### config.mk
export PLATFORM = sky130hd
export DESIGN_NAME = psw_flag_update_unit
export DESIGN_NICKNAME = d
export VERILOG_FILES = /design/src/rtl/pfu_pkg.sv /design/src/rtl/pfu_in_reg.sv /design/src/rtl/pfu_flag_calc.sv /design/src/rtl/psw_flag_update_unit.sv
export SDC_FILE = /design/constraint.sdc
export NUM_CORES = 1
export LEC_CHECK = 0
export BUFFER_PORTS_ARGS = -buffer_cell sky130_fd_sc_hd__buf_2
export CORE_ASPECT_RATIO = 0.8
export CORE_MARGIN = 4
export CORE_UTILIZATION = 38
export DETAILED_ROUTE_END_ITERATION = 6
export PLACE_DENSITY = 0.67
export SLEW_MARGIN = 10
export SYNTH_ARGS = -nofsm -noshare
export SYNTH_HDL_FRONTEND = slang
export SYNTH_SLANG_ARGS = --single-unit
### constraint.sdc
create_clock -name clk -period 2.6 [get_ports clk]
set_input_delay 0.52 -clock clk [delete_from_list [all_inputs] [get_ports clk]]
set_output_delay 0.52 -clock clk [all_outputs]
set_load 0.01 [all_outputs]
### src/rtl/pfu_pkg.sv
// Package for the processor status word flag update unit.
// Holds the op codes, the item and status word types and the flag bit places.
// No dependencies.
`default_nettype none

package pfu_pkg;

    typedef enum logic [3:0] {
        OP_ADD8    = 4'd0,
        OP_SUB8    = 4'd1,
        OP_LOGIC8  = 4'd2,
        OP_SHIFT8  = 4'd3,
        OP_SHIFT16 = 4'd4,
        OP_MULDIV8 = 4'd5,
        OP_ADD16   = 4'd6,
        OP_SUB16   = 4'd7,
        OP_LOGIC16 = 4'd8,
        OP_PARITY  = 4'd9,
        OP_LOAD    = 4'd10
    } op_t;

    // Flag bit places in word one.
    localparam int unsigned BIT_CY = 7;
    localparam int unsigned BIT_AC = 6;
    localparam int unsigned BIT_OV = 2;
    localparam int unsigned BIT_P  = 0;
    // Flag bit places in word two.
    localparam int unsigned BIT_N  = 5;
    localparam int unsigned BIT_Z  = 1;

    // Odd parity of a nibble, indexed by the nibble.
    localparam logic [15:0] PARITY_TABLE = 16'h6996;

    typedef struct packed {
        op_t         op;
        logic [16:0] raw_result;
        logic [15:0] operand_a;
        logic [15:0] operand_b;
        logic        carry_in;
        logic        update_parity;
        logic        shift_carry;
        logic        overflow_in;
    } item_t;

    typedef struct packed {
        logic [7:0] two;
        logic [7:0] one;
    } psw_t;

    function automatic logic odd_parity8(input logic [7:0] v);
        logic [3:0] x;
        x = v[7:4] ^ v[3:0];
        return PARITY_TABLE[x];
    endfunction

endpackage

`default_nettype wire

### src/rtl/pfu_in_reg.sv
// Input register stage of the flag update unit.
// Holds one accepted item until the flag stage takes it; uses pfu_pkg.
`default_nettype none

module pfu_in_reg
    import pfu_pkg::*;
(
    input  wire logic  clk,
    input  wire logic  rst_n,
    input  wire logic  in_valid,
    output logic       in_ready,
    input  wire item_t in_item,
    input  wire logic  advance,
    output logic       item_valid,
    output item_t      item
);

    logic  valid_reg;
    logic  valid_next;
    item_t item_reg;

    // The stage can take a new item when empty or when its item leaves now.
    assign in_ready = !valid_reg || advance;

    always_comb
    begin
        valid_next = valid_reg;
        if (in_valid && in_ready)
        begin
            valid_next = 1'b1;
        end
        else if (advance)
        begin
            valid_next = 1'b0;
        end
    end

    always_ff @(posedge clk or negedge rst_n)
    begin
        if (!rst_n)
        begin
            valid_reg <= 1'b0;
        end
        else
        begin
            valid_reg <= valid_next;
        end
    end

    always_ff @(posedge clk)
    begin
        if (in_valid && in_ready)
        begin
            item_reg <= in_item;
        end
    end

    assign item_valid = valid_reg;
    assign item       = item_reg;

endmodule

`default_nettype wire

### src/rtl/pfu_flag_calc.sv
// Combinational flag rules of the flag update unit.
// Computes both new status words from the current words and one item; uses pfu_pkg.
`default_nettype none

module pfu_flag_calc
    import pfu_pkg::*;
(
    input  wire item_t item,
    input  wire psw_t  cur,
    output psw_t       nxt
);

    logic [16:0] r;
    logic [15:0] a;
    logic [15:0] b;
    logic [4:0]  nib_sum;
    logic [4:0]  nib_sub;
    logic        ac_add;
    logic        ac_sub;
    logic        ov_add8;
    logic        ov_sub8;
    logic        ov_add16;
    logic        ov_sub16;
    logic        z8;
    logic        z16;
    logic        par;

    assign r = item.raw_result;
    assign a = item.operand_a;
    assign b = item.operand_b;

    assign nib_sum = {1'b0, a[3:0]} + {1'b0, b[3:0]} + {4'b0, item.carry_in};
    assign nib_sub = {1'b0, b[3:0]} + {4'b0, item.carry_in};
    assign ac_add  = nib_sum[4];
    assign ac_sub  = ({1'b0, a[3:0]} < nib_sub);

    assign ov_add8  = ~(a[7] ^ b[7]) & (a[7] ^ r[7]);
    assign ov_sub8  =  (a[7] ^ b[7]) & (a[7] ^ r[7]);
    assign ov_add16 = ~(a[15] ^ b[15]) & (a[15] ^ r[15]);
    assign ov_sub16 =  (a[15] ^ b[15]) & (a[15] ^ r[15]);

    assign z8  = (r[7:0] == 8'h00);
    assign z16 = (r[15:0] == 16'h0000);
    assign par = odd_parity8(r[7:0]);

    always_comb
    begin
        nxt = cur;
        unique case (item.op)
            OP_ADD8, OP_SUB8:
            begin
                nxt.one[BIT_CY] = r[8];
                nxt.one[BIT_AC] = (item.op == OP_ADD8) ? ac_add : ac_sub;
                nxt.one[BIT_OV] = (item.op == OP_ADD8) ? ov_add8 : ov_sub8;
                nxt.two[BIT_N]  = r[7];
                nxt.two[BIT_Z]  = z8;
                if (item.update_parity)
                begin
                    nxt.one[BIT_P] = par;
                end
            end
            OP_LOGIC8:
            begin
                nxt.two[BIT_N] = r[7];
                nxt.two[BIT_Z] = z8;
            end
            OP_SHIFT8:
            begin
                nxt.one[BIT_CY] = item.shift_carry;
                nxt.two[BIT_N]  = r[7];
                nxt.two[BIT_Z]  = z8;
            end
            OP_SHIFT16:
            begin
                nxt.one[BIT_CY] = item.shift_carry;
                nxt.two[BIT_N]  = r[15];
                nxt.two[BIT_Z]  = z16;
            end
            OP_MULDIV8:
            begin
                nxt.one[BIT_CY] = 1'b0;
                nxt.one[BIT_OV] = item.overflow_in;
            end
            OP_ADD16, OP_SUB16:
            begin
                nxt.one[BIT_CY] = r[16];
                nxt.one[BIT_OV] = (item.op == OP_ADD16) ? ov_add16 : ov_sub16;
                nxt.two[BIT_N]  = r[15];
                nxt.two[BIT_Z]  = z16;
            end
            OP_LOGIC16:
            begin
                nxt.two[BIT_N] = r[15];
                nxt.two[BIT_Z] = z16;
            end
            OP_PARITY:
            begin
                nxt.one[BIT_P] = par;
            end
            OP_LOAD:
            begin
                nxt.one = a[7:0];
                nxt.two = b[7:0];
            end
            default:
            begin
                // Codes without a rule leave both words as they are.
                nxt = cur;
            end
        endcase
    end

endmodule

`default_nettype wire

### src/rtl/psw_flag_update_unit.sv
// Top level of the processor status word flag update unit.
// Instantiates pfu_in_reg and pfu_flag_calc and holds the status words; uses pfu_pkg.
//
// Usage:
// The slave channel (s_axis_*) takes one item per ALU operation: the op code on
// tuser and the raw result, both operands and the carry, parity, shift and
// overflow inputs on tdata. The master channel (m_axis_*) returns one item for
// every input item, holding both status words after that operation's update.
//
// An accepted item first sits in the input register; then the flag rules are
// evaluated and written into the status word registers, which are also the
// result register.
// Throughput is one item per clock while the receiver takes every result; the
// input register and the status word registers form a two-entry pipeline, so a
// new item is taken while a finished result is still waiting to be taken.
//
// When the receiver stalls, the result holds and the input register fills;
// s_axis_tready then drops until the result is taken. Each item updates the
// words left by the one before; they change only as an item enters the result slot.
//
// Reset clears both status words to zero and empties the pipeline.
`default_nettype none

module psw_flag_update_unit
    import pfu_pkg::*;
(
    input  wire logic        clk,
    input  wire logic        rst_n,
    input  wire logic        s_axis_tvalid,
    output logic             s_axis_tready,
    // [16:0] raw_result, [32:17] operand_a, [48:33] operand_b, [49] carry_in,
    // [50] update_parity, [51] shift_carry, [52] overflow_in, [55:53] zero
    input  wire logic [55:0] s_axis_tdata,
    // [3:0] op
    input  wire logic [3:0]  s_axis_tuser,
    output logic             m_axis_tvalid,
    input  wire logic        m_axis_tready,
    // [7:0] status_word, [15:8] status_word_two
    output logic [15:0]      m_axis_tdata
);

    item_t in_item;
    item_t item;
    logic  item_valid;
    logic  advance;
    psw_t  psw_reg;
    psw_t  psw_next;
    logic  out_valid_reg;
    logic  out_valid_next;

    // Unpack the stream item into its fields; the pad bits are ignored.
    assign in_item.op            = op_t'(s_axis_tuser);
    assign in_item.raw_result    = s_axis_tdata[16:0];
    assign in_item.operand_a     = s_axis_tdata[32:17];
    assign in_item.operand_b     = s_axis_tdata[48:33];
    assign in_item.carry_in      = s_axis_tdata[49];
    assign in_item.update_parity = s_axis_tdata[50];
    assign in_item.shift_carry   = s_axis_tdata[51];
    assign in_item.overflow_in   = s_axis_tdata[52];

    // The held item moves on when the result slot is empty or being emptied.
    assign advance = item_valid && (!out_valid_reg || m_axis_tready);

    pfu_in_reg u_in_reg (
        .clk        (clk),
        .rst_n      (rst_n),
        .in_valid   (s_axis_tvalid),
        .in_ready   (s_axis_tready),
        .in_item    (in_item),
        .advance    (advance),
        .item_valid (item_valid),
        .item       (item)
    );

    pfu_flag_calc u_flag_calc (
        .item (item),
        .cur  (psw_reg),
        .nxt  (psw_next)
    );

    always_comb
    begin
        out_valid_next = out_valid_reg;
        if (advance)
        begin
            out_valid_next = 1'b1;
        end
        else if (m_axis_tready)
        begin
            out_valid_next = 1'b0;
        end
    end

    // The status words are architectural state, so they are reset.
    always_ff @(posedge clk or negedge rst_n)
    begin
        if (!rst_n)
        begin
            psw_reg       <= '0;
            out_valid_reg <= 1'b0;
        end
        else
        begin
            out_valid_reg <= out_valid_next;
            if (advance)
            begin
                psw_reg <= psw_next;
            end
        end
    end

    assign m_axis_tvalid = out_valid_reg;
    assign m_axis_tdata  = {psw_reg.two, psw_reg.one};

endmodule

`default_nettype wire

==> impl_results.md <==
* Max-slew violation count at 0
* Synth area leader: edfxtp_1
* VDD IR max at about 0.33 mV
* Initial DRC Count at 107
* 1st-pass router iterations at 4
* Antenna violations before repair at 0
* Final Cycle Share at 79.7%
* Io pins at 82
* Vias per Instance at just under 5
* WHS at 0.127 ns
* Wirelength per Cell at 14.4 µm
* Final Critical Period at 2.07 ns
* ANT nets after route at 0
* Reg clk slew, reported paths at 0.07 ns
* Post-CTS setup buffer count at 0
* Initial Util at 39.4%
* Net Count, Synth at 269
* All-layer global routing usage at 13.0%
* Max reg flops at 43
* Number of synthesized flops with an enable pin at 43
* Reg-to-Reg Start: u_in_reg.item[55]
* DIE WIDTH at 103 µm
* Layout area overhead at 23.0%
* Placed Cells at 344
* Worst Skew at 0.00580 ns
* Syn Inst Count at 196
* Slew of the pin with the lowest slew margin at around 0.6 ns
* Vias in the first global route at 1752
* Synthesized cell area at 2750 µm²
* CTS root buf: clkbuf_8
* Worst min path class: input port to asynchronous set/reset pin
* Core region area at between 6000 and 7000 µm²
* Startpoint types: flop
* Top cell type's share of synthesized area at 47.0%
* Die H at 84.0 µm
* Port Buf Inserts at 64
* GR Overflow Total at 0
* Top cells by area, synth: edfxtp_1, dfrtp_1, mux2_4, ha_1, xnor2_1
* Non-filler cells, final at 360
* First-pass GRT wire length at roughly 8600 µm
* Outcome: complete, no violations
* Most used DFF post-synth: edfxtp_1
* Area of the die at 8660 µm²
* Fin. Hold Viols at 0
* Worst reg2reg endpoint: m_axis_tdata[9]
* Vias at 1755
* Clock network power share at 33.0%
* Slew HR at slightly below 60%
* Layout cells sized above 1 at between 30% and 40%
* DRT Wirelength at between 5000 and 6000 µm
* CTS sink cnt at between 60 and 70
* Power share of the sequential group at around 51%
* Clock Path Buffers at 2
* CTS tree: yes
* Net Sw Frac at 25.7%
* Async SR Flop Fraction at 29.5%
* WS Path Type: flop to flop
* Post-route DRC at 0
* Setup TNS at 0 ns
* Final #Nets at 341
* Row cnt at 27
* Combinational Power Share at 16.5%
* Num CTS Buffers at 9
* Post-synthesis cell type count at 44
* Post-CTS Hold Buffers at 0
* NetSw at 0.635 mW
* Ant diodes at 0
* Hpwl dp at 3900 µm
* Final setup vio count at 0
* DP Area at between 3000 and 4000 µm²
* RSZ-0062 raised after global routing: no
* Fmax achieved at 483 MHz
* #FFs+latches synth at 61
* Clock Latency Late Sink at between 0.3 and 0.4 ns
* Final Wtd Congestion at roughly 0.77
* Max Cap Violations at 0
* CP Data Arrival Time at 2.29 ns
* Lkg Pwr at between 1 and 1.5 nW
* H-tree Lvls at 3
* Pwr dens at roughly 730 nW/µm²
* Worst EP required at around 2.8 ns
* Ys Warns at 0
* CTS resizes at 0
* CP max FO at 14
* Int Pwr at 1.83 mW
* Final instance area at ~3400 µm²
* Post-synthesis sequential area ratio at roughly 63%
* Worst R2R Path Depth at 5
* Largest net degree at the start of global routing at 29
* Flop2flop setup slack at 0.53 ns
* Syn_area_per_cell at ~14 µm²
* Worst setup EP type: flop
-- placed cells by master (no fill, tap or decap), drive strengths merged, types with 2 or more instances in the layout --
master,n
nor3,2
clkinv,5
dfrtp,18
edfxtp,43
nand2b,8
o211ai,2
nand3,4
xor2,4
nor4,5
clkbuf,9
a211oi,2
mux2i,2
and2,2
a31oi,4
inv,5
a21oi,6
buf,67
nor2b,4
mux2,13
xnor2,8
nand2,15
o21ai,8
nor2,9
nor3b,3
nand3b,2
ha,9
-- routing by layer --
metal / wire (µm) / vias up / GRT usage (%) / part of all wire (%)
met4: 0 / 0 / 3.88 / 0
met1: 2520 / 814 / 18.3 / 49
met2: 2240 / 62 / 17.8 / 43
li1: - / 879 / - / -
met5: 0 / - / 0 / 0
met3: 410 / 0 / 5.93 / 7.9
-- critical path, cell delays in order, from the launching register on --
cell and delay [ns]:
edfxtp_1 0.65, nor2b_1 0.58, a22oi_1 0.20, a21oi_1 0.17, o31ai_1 0.09, mux2_2 0.27
-- power by group through the flow --
stage	Combinational, mW	Clock (mW)	Sequential [mW]
floorplan	0.219	0	1.29
global placement	0.410	0	1.26
detailed placement	0.416	0	1.27
CTS	0.417	0.847	1.25
global route	0.461	0.893	1.26
finish	0.407	0.815	1.25
-- synth_stat cells, drive strengths merged, types with 5 or more instances --
| library cell | count |
|---|---|
| mux2 | 13 |
| a21oi | 6 |
| ha | 9 |
| nor2 | 9 |
| buf | 6 |
| edfxtp | 43 |
| nand2 | 15 |
| o21ai | 8 |
| xnor2 | 8 |
| dfrtp | 18 |
| nand2b | 8 |
| nor4 | 5 |
-- per-stage QoR --
stage                     worst slack, ns  utilization [%]  power [mW]
after floorplan                     0.424                -        1.51
after global routing                0.336             48.5        2.62
final                               0.528             48.5        2.47
after global placement              0.570             45.7        1.67
after CTS                           0.529             48.5        2.51
after detailed placement            0.536             45.7        1.68
-- cell type report --
| type | count | area [µm²] |
|---|---|---|
| fill | 638 | 3580 |
| sequential | 61 | 1740 |
| multi-input combinational | 125 | 957 |
| timing repair buffer | 67 | 355 |
| clock buffer | 9 | 124 |
| tap | 87 | 109 |
| clock inverter | 7 | 73.8 |
| inverter | 4 | 15.0 |
-- cells by family (layout without fill, tap and decap cells) --
family | count (synthesis) | in the layout | share of synthesized area (%)
fa+ha+maj | 9 | 9 | 4.10
simple gates | 58 | 58 | 12.3
flops | 61 | 61 | 63.4
compound gates | 31 | 31 | 7.20
buf+inv | 10 | 87 | 1.73
xor+xnor | 12 | 12 | 3.83
mux | 15 | 15 | 7.43
-- worst max-delay path by stage --
| stage | startpoint | endpoint | slack, ns | cells past startpoint |
|---|---|---|---|---|
| 6_report | u_in_reg.item[55] | m_axis_tdata[9] | 0.53 | 5 |
| 5_1_grt | u_in_reg.item[55] | m_axis_tdata[9] | 0.34 | 5 |
| 4_1_cts | u_in_reg.item[55] | m_axis_tdata[9] | 0.53 | 5 |
| 3_5_place_dp | u_in_reg.item[55] | m_axis_tdata[9] | 0.54 | 5 |
| 3_3_place_gp | u_in_reg.item[55] | m_axis_tdata[9] | 0.57 | 5 |
| 2_1_floorplan | m_axis_tready | u_in_reg.item[0] | 0.42 | 2 |
Power figures use the tool's default switching activity.
